<file path="src/hw/rtl/rrva_pkg.sv">
// Shared types for the round robin volume allocator.
// Used by rrva_ctrl, rrva_dp and round_robin_volume_allocator_top.
`default_nettype none

package rrva_pkg;

  typedef enum logic [0:0] {
    ST_IDLE = 1'b0,
    ST_SCAN = 1'b1
  } state_t;

  typedef struct packed {
    logic start;
    logic step;
    logic grant;
    logic refuse;
  } cmd_t;

  typedef struct packed {
    logic fits;
    logic last;
    logic out_free;
  } status_t;

  localparam int unsigned CFG_BITS  = 32;
  localparam int unsigned ITEM_BITS = 32;
  localparam int unsigned VOL_BITS  = 3;
  localparam int unsigned OUT_BYTES = 8;

endpackage

`default_nettype wire

</file>
<file path="src/hw/rtl/round_robin_volume_allocator_top.sv">
// Top level of the round robin volume allocator: controller plus datapath.
// Depends on rrva_pkg, rrva_ctrl and rrva_dp.
//
//   channel  direction  payload (low bit first)
//   cfg      in         cfg_wdata = max_space[31:0]
//   s        in         s_tdata   = item_size[31:0]
//   m        out        m_tdata   = granted[0], volume[3:1], zero[7:4]
//
// Each item is accepted, then scanned over one to NUM_VOLUMES volumes, one volume
// per cycle, set by the single read port of the usage memory.
// The next request is taken once the scan ends, even while a result waits.
// A scan that reaches its result holds while the result register is full.
// Reset empties all volumes, marks them available and restarts at volume 1.
`default_nettype none

module round_robin_volume_allocator_top #(
  parameter int unsigned NUM_VOLUMES = 4,
  parameter int unsigned SIZE_BITS   = 32
) (
  input  wire        clk,
  input  wire        rst,
  input  wire        cfg_we,
  input  wire [31:0] cfg_wdata,  // max_space
  input  wire        s_tvalid,
  output logic       s_tready,
  input  wire [31:0] s_tdata,    // item_size
  output logic       m_tvalid,
  input  wire        m_tready,
  output logic [7:0] m_tdata     // granted, volume, zero pad
);

  rrva_pkg::cmd_t    cmd;
  rrva_pkg::status_t st;

  rrva_ctrl u_ctrl (
    .clk      (clk),
    .rst      (rst),
    .s_tvalid (s_tvalid),
    .s_tready (s_tready),
    .st       (st),
    .cmd      (cmd)
  );

  rrva_dp #(
    .NUM_VOLUMES (NUM_VOLUMES),
    .SIZE_BITS   (SIZE_BITS)
  ) u_dp (
    .clk       (clk),
    .rst       (rst),
    .cfg_we    (cfg_we),
    .cfg_wdata (cfg_wdata),
    .s_tdata   (s_tdata),
    .cmd       (cmd),
    .st        (st),
    .m_tvalid  (m_tvalid),
    .m_tready  (m_tready),
    .m_tdata   (m_tdata)
  );

`ifndef NO_ASSERTIONS
  a_one_result: assert property (@(posedge clk) disable iff (rst)
    !(cmd.grant && cmd.refuse))
    else $error("grant and refuse in the same cycle");

  a_busy_after_accept: assert property (@(posedge clk) disable iff (rst)
    (s_tvalid && s_tready) |=> !s_tready)
    else $error("transaction accepted while a scan runs");

  a_grant_shown: assert property (@(posedge clk) disable iff (rst)
    cmd.grant |=> (m_tvalid && m_tdata[0] && (m_tdata[3:1] != 3'd0)))
    else $error("grant not presented on the result channel");

  a_refuse_shown: assert property (@(posedge clk) disable iff (rst)
    cmd.refuse |=> (m_tvalid && (m_tdata == 8'd0)))
    else $error("refusal not presented on the result channel");
`endif

endmodule

`default_nettype wire

</file>
<file path="src/hw/rtl/rrva_ctrl.sv">
// Scan controller for the round robin volume allocator.
// Depends on rrva_pkg for state, command and status types.
`default_nettype none

module rrva_ctrl (
  input  wire              clk,
  input  wire              rst,
  input  wire              s_tvalid,
  output logic             s_tready,
  input  rrva_pkg::status_t st,
  output rrva_pkg::cmd_t    cmd
);

  rrva_pkg::state_t state;
  rrva_pkg::state_t state_next;

  always_ff @(posedge clk) begin
    if (rst) begin
      state <= rrva_pkg::ST_IDLE;
    end else begin
      state <= state_next;
    end
  end

  always_comb begin
    state_next = state;
    cmd        = '0;
    s_tready   = 1'b0;
    case (state)
      rrva_pkg::ST_IDLE: begin
        s_tready = 1'b1;
        if (s_tvalid) begin
          cmd.start  = 1'b1;
          state_next = rrva_pkg::ST_SCAN;
        end
      end
      rrva_pkg::ST_SCAN: begin
        if (st.fits) begin
          if (st.out_free) begin
            cmd.grant  = 1'b1;
            state_next = rrva_pkg::ST_IDLE;
          end
        end else if (st.last) begin
          if (st.out_free) begin
            cmd.refuse = 1'b1;
            state_next = rrva_pkg::ST_IDLE;
          end
        end else begin
          cmd.step = 1'b1;
        end
      end
      default: begin
        state_next = rrva_pkg::ST_IDLE;
      end
    endcase
  end

endmodule

`default_nettype wire

</file>
<file path="src/hw/rtl/rrva_dp.sv">
// Datapath for the round robin volume allocator: usage memory, flags,
// scan pointer, capacity register and result register. Depends on rrva_pkg.
`default_nettype none

module rrva_dp #(
  parameter int unsigned NUM_VOLUMES = 4,
  parameter int unsigned SIZE_BITS   = 32
) (
  input  wire                                  clk,
  input  wire                                  rst,
  input  wire                                  cfg_we,
  input  wire  [rrva_pkg::CFG_BITS-1:0]        cfg_wdata,
  input  wire  [rrva_pkg::ITEM_BITS-1:0]       s_tdata,
  input  rrva_pkg::cmd_t                       cmd,
  output rrva_pkg::status_t                    st,
  output logic                                 m_tvalid,
  input  wire                                  m_tready,
  output logic [rrva_pkg::OUT_BYTES-1:0]       m_tdata
);

  localparam int unsigned PW    = $clog2(NUM_VOLUMES);
  localparam int unsigned CMP_W =
    ((SIZE_BITS > rrva_pkg::CFG_BITS) ? SIZE_BITS : rrva_pkg::CFG_BITS) + 1;
  localparam logic [PW-1:0] LAST_POS = PW'(NUM_VOLUMES - 1);

  logic [SIZE_BITS-1:0]          mem [NUM_VOLUMES];
  logic [SIZE_BITS-1:0]          rdata;
  logic [rrva_pkg::CFG_BITS-1:0] max_space;
  logic [SIZE_BITS-1:0]          size_q;
  logic [NUM_VOLUMES-1:0]        avail;
  logic [NUM_VOLUMES-1:0]        written;
  logic [PW-1:0]                 next_position;
  logic [PW-1:0]                 pos;
  logic [PW-1:0]                 count;

  logic [PW-1:0]                 pos_inc;
  logic [PW-1:0]                 rd_addr;
  logic [SIZE_BITS-1:0]          used;
  logic [CMP_W-1:0]              sum;
  logic [PW:0]                   vol_num;

  assign pos_inc = (pos == LAST_POS) ? '0 : pos + PW'(1);
  assign rd_addr = cmd.start ? next_position : (cmd.step ? pos_inc : pos);
  assign used    = written[pos] ? rdata : '0;
  assign sum     = CMP_W'(used) + CMP_W'(size_q);
  assign vol_num = {1'b0, pos} + (PW + 1)'(1);

  assign st.fits     = avail[pos] && (sum <= CMP_W'(max_space));
  assign st.last     = (count == LAST_POS);
  assign st.out_free = !m_tvalid || m_tready;

  always_ff @(posedge clk) begin
    if (cmd.grant) begin
      mem[pos] <= sum[SIZE_BITS-1:0];
    end
    rdata <= mem[rd_addr];
  end

  always_ff @(posedge clk) begin
    if (cmd.start) begin
      size_q <= SIZE_BITS'(s_tdata);
      pos    <= next_position;
      count  <= '0;
    end else if (cmd.step) begin
      pos   <= pos_inc;
      count <= count + PW'(1);
    end
  end

  always_ff @(posedge clk) begin
    if (rst) begin
      max_space     <= '1;
      avail         <= '1;
      written       <= '0;
      next_position <= '0;
    end else begin
      if (cfg_we) begin
        max_space <= cfg_wdata;
      end
      if (cmd.step || cmd.refuse) begin
        avail[pos] <= 1'b0;
      end
      if (cmd.grant) begin
        written[pos]  <= 1'b1;
        next_position <= pos_inc;
      end
    end
  end

  always_ff @(posedge clk) begin
    if (rst) begin
      m_tvalid <= 1'b0;
    end else if (cmd.grant || cmd.refuse) begin
      m_tvalid <= 1'b1;
    end else if (m_tready) begin
      m_tvalid <= 1'b0;
    end
  end

  always_ff @(posedge clk) begin
    if (cmd.grant) begin
      m_tdata <= {(rrva_pkg::OUT_BYTES - rrva_pkg::VOL_BITS - 1)'(0),
                  rrva_pkg::VOL_BITS'(vol_num), 1'b1};
    end else if (cmd.refuse) begin
      m_tdata <= '0;
    end
  end

endmodule

`default_nettype wire

</file>
<file path="config.mk">
export PLATFORM = sky130hd
export DESIGN_NAME = round_robin_volume_allocator_top
export DESIGN_NICKNAME = d
export VERILOG_FILES = /design/src/hw/rtl/rrva_pkg.sv /design/src/hw/rtl/round_robin_volume_allocator_top.sv /design/src/hw/rtl/rrva_ctrl.sv /design/src/hw/rtl/rrva_dp.sv
export SDC_FILE = /design/constraint.sdc
export NUM_CORES = 1
export LEC_CHECK = 0
export BUFFER_PORTS_ARGS = -buffer_cell sky130_fd_sc_hd__buf_2
export CORE_ASPECT_RATIO = 2
export CORE_MARGIN = 4
export CORE_UTILIZATION = 53
export DETAILED_ROUTE_END_ITERATION = 12
export GPL_ROUTABILITY_DRIVEN = 0
export HOLD_SLACK_MARGIN = 0.05
export PLACE_DENSITY = 0.71
export SLEW_MARGIN = 5
export SYNTH_ARGS = -nofsm -noshare
export SYNTH_HDL_FRONTEND = slang
export SYNTH_HIERARCHICAL = 1
export SYNTH_SLANG_ARGS = --single-unit
</file>
<file path="constraint.sdc">
create_clock -name clk -period 8.65 [get_ports clk]
set_input_delay 0.865 -clock clk [delete_from_list [all_inputs] [get_ports clk]]
set_output_delay 0.865 -clock clk [all_outputs]
set_load 0.05 [all_outputs]
</file>
==> flow_summary.yaml, run 1 <==
die:
  row_count: 73
  start_util_pct: 53.9
  coreArea_mm2: 0.0199
  die_area_mm2: 0.0227
  dieHeight_um: 209
  ios: 79
  fp.dieW_um: 109
clock_network:
  htreeDepth: 1
  cts_tree: "built"
  cts_made_buffers: 21
  clk_pin_slew_ns: 0.07
  clk_latency_ns: 0.50
  clock-root-buffer: "clkbuf_16"
  clock_path_buffers: 3
  cts.sinks: 244
  post_cts_buffers: 0
placed_design:
  dpl.hpwl_um: 15800
  placed_cell_area_mm2: 0.0114
  io_buffer_count: 74
synthesis:
  synth_ff_type: "edfxtp_1"
  synth_warnings: 6
  syn_avg_cell_area_um2: 13.7
  ys_async_sr_fraction_pct: 0
  synth.distinct_cells: 63
  synth_seq_cells: 244
  synth_area_mm2: 0.0107
  syn_inst: 782
  yosysSeqAreaShare_pct: 60.7
  synth_edf_count: 163
grt:
  top_usage_layer: "met2"
  grt_use_total_pct: 20.4
  grt_pass1_wl_um: 36000
  use_met3_pct: 2.40
  overflow: 0
  grtUsageMet2_pct: 39.7
  grtUsageMet1_pct: 22.7
  grt_antenna_before_repair: 0
  grt_max_degree: 64
  grt_pass1_vias: 6891
layout:
  finalInstanceArea_mm2: 0.0122
  n_antenna_cell: 0
  areaGrowthSynthToFinish_pct: 13.3
  nets: 1004
  layout-drive-gt1-share_pct: 19.8
worst_setup_path:
  critical_path_class: "reg2reg"
  crit_start: "u_dp/pos[0]"
  rrSetupSlack_ns: 0.64
  start_kind: "flop"
  endpoint: "u_dp/rdata[17]"
  arrival_ns: 8.39
  r2r_end: "u_dp/rdata[17]"
  path_max_fanout: 15
  r2r_start: "u_dp/pos[0]"
  critPathRequiredTime_ns: 9.02
  rr_worst_depth: 25
  critPathCaptureType: "flop"
power:
  ir_drop_v: 0.000181
  internal_power_uw: 2700
  p_switching_uw: 1200
  power.leakage_uw: 0.00500
  power_density_mw_per_mm2: 321
  p_sw_share_pct: 30.8
  p_clk_share_pct: 25.9
  pwr-share-seq_pct: 42.4
  power_frac_comb_pct: 31.7
route:
  drt_iter0_drc: 254
  post_drt_wl_per_cell_um: 19.8
  drc: 0
  drt-total-wl_um: 22600
  vias_per_cell: 5.65
  num_vias: 6449
  ant_nets: 0
  dr.pass1.iters: 5
hold_path:
  hold_path_class: "reg2reg"
timing:
  fin_setup_tns_ns: 0
  drv_slew: 0
  slew_headroom_pct: 35.5
  rsz0062_at_grt: "false"
  setup_viol: 0
  final.period_utilization_pct: 92.6
  finClkSkew_ns: 0.0125
  finalCriticalPeriod_ns: 8.01
  max_slew.worst_pin.slew_ns: 0.961
  finalHoldViolCount: 0
  max_clock_freq_mhz: 125
status:
  run_status: "complete, no violations"
run:
  cap_violations: 0
## kinds of logic after synthesis
logic type,after synthesis,synth area share [%]
flip-flops,244,60.7
AND/OR/NAND/NOR,170,8.09
AO/OA/AOI/OAI,154,10.2
buffers and inverters,76,2.89
adder cells (fa/ha/maj),70,8.23
multiplexers,39,7.60
XOR/XNOR,28,2.28
other,1,0.0349
## through the flow
step / worst slack, ns / util, % / total power [uW] / instances / hold WS [ns]
finish: 0.637 / 61.1 / 3900 / 1141 / 0.457
global route: 0.0274 / 61.1 / 4120 / 1141 / 0.481
CTS: 0.504 / 61.1 / 3940 / 1141 / 0.460
detailed placement: 0.547 / 57.3 / 2920 / 1104 / 0.450
global placement: 0.704 / 57.3 / 2870 / 1104 / 0.431
floorplan: 1.75 / - / 2570 / 785 / 0.418
## cell type report
| class | instances | area [um2] |
|---|---|---|
| Clock buffer | 23 | 543 |
| Clock inverter | 14 | 204 |
| Fill cell | 1584 | 7750 |
| Inverter | 48 | 180 |
| Multi-Input combinational cell | 465 | 3940 |
| Sequential cell | 244 | 6520 |
| Tap cell | 262 | 328 |
| Timing Repair Buffer | 85 | 453 |
## placed cells by master (no fill, tap or decap), drive strengths merged, types with 3 or more instances in the layout
cell type  Yosys  routed
a2111oi        3       3
a211o          3       3
a211oi         4       4
a21o          27      27
a21oi         36      36
a31oi          3       3
and2          37      37
and3           6       6
buf           11      85
bufinv         0       5
clkbuf        17      23
clkinv         1       7
conb           1       4
dfxtp         81      81
edfxtp       163     163
ha            69      69
inv           47      49
mux2i          5       5
mux4          34      34
nand2         49      49
nand2b         3       3
nand3         10      10
nand4          8       8
nor2          32      32
nor2b          9       9
nor3           7       7
o211ai        35      35
o21a           6       6
o21ai         18      18
o21bai         5       5
xnor2         21      21
xor2           7       7
## registers in the layout, indices dropped and copies added (netlist names)
register            flops
u_dp/m_tvalid           1
u_dp/rdata             32
u_dp/mem              128
u_dp/pos                2
u_dp/written            4
u_dp/count              2
u_dp/max_space         32
u_dp/avail              4
u_dp/size_q            32
u_dp/next_position      2
u_dp/m_tdata            4
u_ctrl/state            1
## Yosys cell counts, drive strengths merged, types with 7 or more instances
library cell | n | area [um2]
o211ai | 35 | 263
ha | 69 | 863
mux4 | 34 | 766
o21ai | 18 | 93.8
xor2 | 7 | 61.3
nor2 | 32 | 120
and2 | 37 | 231
clkbuf | 17 | 63.8
dfxtp | 81 | 1620
nand3 | 10 | 50.1
nor2b | 9 | 56.3
xnor2 | 21 | 184
buf | 11 | 66.3
nor3 | 7 | 40.0
nand2 | 49 | 184
nand4 | 8 | 50.1
edfxtp | 163 | 4890
a21o | 27 | 203
inv | 47 | 176
a21oi | 36 | 180
## routing by layer
metal	part of all wire [%]	wire length [um]
met5	0	0
met4	2.2	487
met3	3.9	892
met2	57	13000
met1	36	8230
## critical path, cell delays in order, from the launching register on
cell and delay [ns]:
dfxtp_1 0.53, mux4_2 0.72, and2_1 0.23, ha_1 0.38, and3_4 0.22, a221o_1 0.41
a2111oi_2 0.41, a211oi_1 0.21, o211ai_1 0.26, a31oi_1 0.18, a21oi_1 0.22, xnor2_1 0.17
ha_1 0.34, nand4_1 0.16, o311a_1 0.37, o21ai_0 0.08, a21oi_1 0.06, a311oi_1 0.33
nor3_2 0.14, nor3_1 0.79, mux2i_1 0.16, nor2_1 0.13, a21oi_1 0.06, inv_2 0.40
buf_4 0.37, mux4_2 0.54
## timing repair
action                     in CTS  in global routing
hold buffers                    0                  0
setup endpoints to repair       0                 12
hold endpoints to repair        0                  0
gates resized for setup         0                  1
## power by group through the flow
| stage | Combinational [uW] | Sequential, uW | Clock (uW) |
|---|---|---|---|
| after global placement | 1190 | 1670 | 0 |
| final | 1240 | 1660 | 1010 |
| after CTS | 1240 | 1660 | 1040 |
| after global routing | 1370 | 1680 | 1080 |
| after floorplan | 897 | 1670 | 0 |
| after detailed placement | 1230 | 1680 | 0 |
## how the worst min path moves through the flow
stage | startpoint | end | slack (ns) | cells past startpoint
2_1_floorplan | u_dp/avail[2] | u_dp/avail[2] | 0.42 | 2
3_3_place_gp | u_dp/avail[0] | u_dp/avail[0] | 0.43 | 2
3_5_place_dp | u_dp/avail[1] | u_dp/avail[1] | 0.45 | 2
4_1_cts | u_dp/avail[1] | u_dp/avail[1] | 0.46 | 2
5_1_grt | u_dp/m_tdata[0] | u_dp/m_tdata[0] | 0.48 | 1
6_report | u_dp/avail[1] | u_dp/avail[1] | 0.46 | 2
No activity file was read; power rests on OpenSTA's default activity.
==> run 2, diff against run 1 <==
- CORE_ASPECT_RATIO: 2 -> 1.1
==> run 2 against run 1 <==
Against the previous run: flip-flop and latch count unchanged; combinational power about the same; highest routed layer unchanged; via count rose by 1.3%; register-to-register slack better by 0.19 ns; largest cell class unchanged; largest power group unchanged; critical endpoint is now u_dp/rdata[22]; clock-buffer cell count increased by 9.
==> flow_summary.yaml, run 2 (same netlist as run 1, synthesis figures left out) <==
route:
  drc: 0
  num_vias: 6535
  ant_nets: 0
  post_drt_wl_per_cell_um: 19.7
  drt-total-wl_um: 22400
  vias_per_cell: 5.75
  dr.pass1.iters: 5
  drt_iter0_drc: 449
layout:
  final_common_cell: "edfxtp_1"
  layout-drive-gt1-share_pct: 19.7
  largest_register_ffs: 128
  n_antenna_cell: 0
  layout_common_cells: "163 x edfxtp_1, 81 x dfxtp_1, 74 x buf_2, 69 x ha_1, 49 x nand2_1"
  areaGrowthSynthToFinish_pct: 13.5
  nets: 1006
  finalInstanceArea_mm2: 0.0122
  top_register: "u_dp/mem"
grt:
  grt_max_degree: 64
  grt_pass1_wl_um: 35200
  overflow: 0
  grt_use_total_pct: 20.0
  grt_pass1_vias: 6739
  grt_antenna_before_repair: 0
clock_network:
  clk_pin_slew_ns: 0.06
  cts_made_buffers: 25
  clock-root-buffer: "clkbuf_16"
  htreeDepth: 1
  clock_path_buffers: 3
  ctsHoldBuffers: 0
  post_cts_buffers: 0
  cts.sinks: 244
  cts_tree: "built"
  clk_latency_ns: 0.52
  cts_resized: 0
die:
  coreArea_mm2: 0.0199
  dieHeight_um: 157
  die_area_mm2: 0.0226
  fp.dieW_um: 144
  row_count: 54
  ios: 79
  start_util_pct: 54.1
timing:
  setup_viol: 0
  rsz0062_at_grt: "false"
  drv_slew: 0
  fin_setup_tns_ns: 0
  finalHoldViolCount: 0
  worst_slack_ns: 0.826
  finClkSkew_ns: 0.0165
  final.period_utilization_pct: 90.5
  slew_headroom_pct: 17.2
  finalCriticalPeriod_ns: 7.82
  max_clock_freq_mhz: 128
  max_slew.worst_pin.slew_ns: 1.23
worst_setup_path:
  rrSetupSlack_ns: 0.83
  arrival_ns: 8.20
  critical_path_class: "reg2reg"
  rr_worst_depth: 27
  start_kind: "flop"
  critPathCaptureType: "flop"
  critPathRequiredTime_ns: 9.03
  crit_start: "u_dp/pos[0]"
  r2r_start: "u_dp/pos[0]"
  path_max_fanout: 32
  r2r_end: "u_dp/rdata[22]"
placed_design:
  io_buffer_count: 74
  dpl.hpwl_um: 14800
  dp_slack_ns: 0.918
  placed_cell_area_mm2: 0.0114
run:
  cap_violations: 0
hold_path:
  min_path_cells: 1
  hold_path_class: "reg2reg"
  hp-start: "u_dp/m_tdata[0]"
  whs_endpoint: "u_dp/m_tdata[0]"
power:
  p_total_uw: 3930
  power.leakage_uw: 0.00501
  power_density_mw_per_mm2: 322
  ir_drop_v: 0.000194
status:
  run_status: "complete, no violations"
==> run 2: layout make-up <==
cell class	instances	area, um2
tap	252	315
clock inverter	13	120
sequential	244	6520
clock buffer	32	672
inverter	48	180
timing repair buffer	83	450
fill	1513	7670
multi-input combinational	465	3940
==> run 2: where the power goes <==
group / internal, uW / total, uW / switching, uW
combinational: 505 / 1230 / 729
sequential: 1590 / 1660 / 68.1
clock: 607 / 1030 / 425
==> run 2: layer usage <==
layer	share of wire [%]	wire [um]	global-route usage [%]
met2	49	11100	34.1
met3	5.6	1250	2.89
met4	2.4	531	5.83
met1	43	9550	26.9
met5	0	0	0
==> run 2: how the worst max path moves through the flow <==
stage,end,slack [ns],cells past startpoint
after CTS,u_dp/rdata[22],0.88,27
after floorplan,u_dp/rdata[10],1.75,27
after global routing,u_dp/rdata[16],0.27,27
final,u_dp/rdata[22],0.83,27
after global placement,u_dp/rdata[24],1.15,27
after detailed placement,u_dp/rdata[22],0.92,27
==> run 2: critical path, stage by stage (launching register included) <==
cell and delay [ns]:
dfxtp_1 0.52, mux4_2 0.85, and2_1 0.28, ha_1 0.38, and3_4 0.22, a221o_1 0.41
a2111oi_2 0.41, a211oi_1 0.19, o211ai_1 0.29, a31oi_1 0.21, a21oi_1 0.23, xnor2_1 0.25
ha_1 0.33, a21o_1 0.19, a211oi_1 0.23, o311a_1 0.19, o21ai_0 0.08, a21oi_1 0.16
a311oi_1 0.07, nor3_1 0.35, nor3_1 0.10, buf_4 0.18, mux2i_1 0.13, nor2_1 0.10
a21oi_1 0.06, inv_2 0.39, buf_12 0.29, mux4_2 0.54
==> run 2: metrics by stage <==
stage	utilization [%]	instances	hold slack [ns]
2_1_floorplan	-	785	0.418
3_3_place_gp	57.4	1092	0.433
3_5_place_dp	57.4	1092	0.434
4_1_cts	61.4	1137	0.448
5_1_grt	61.4	1137	0.464
6_report	61.4	1137	0.443
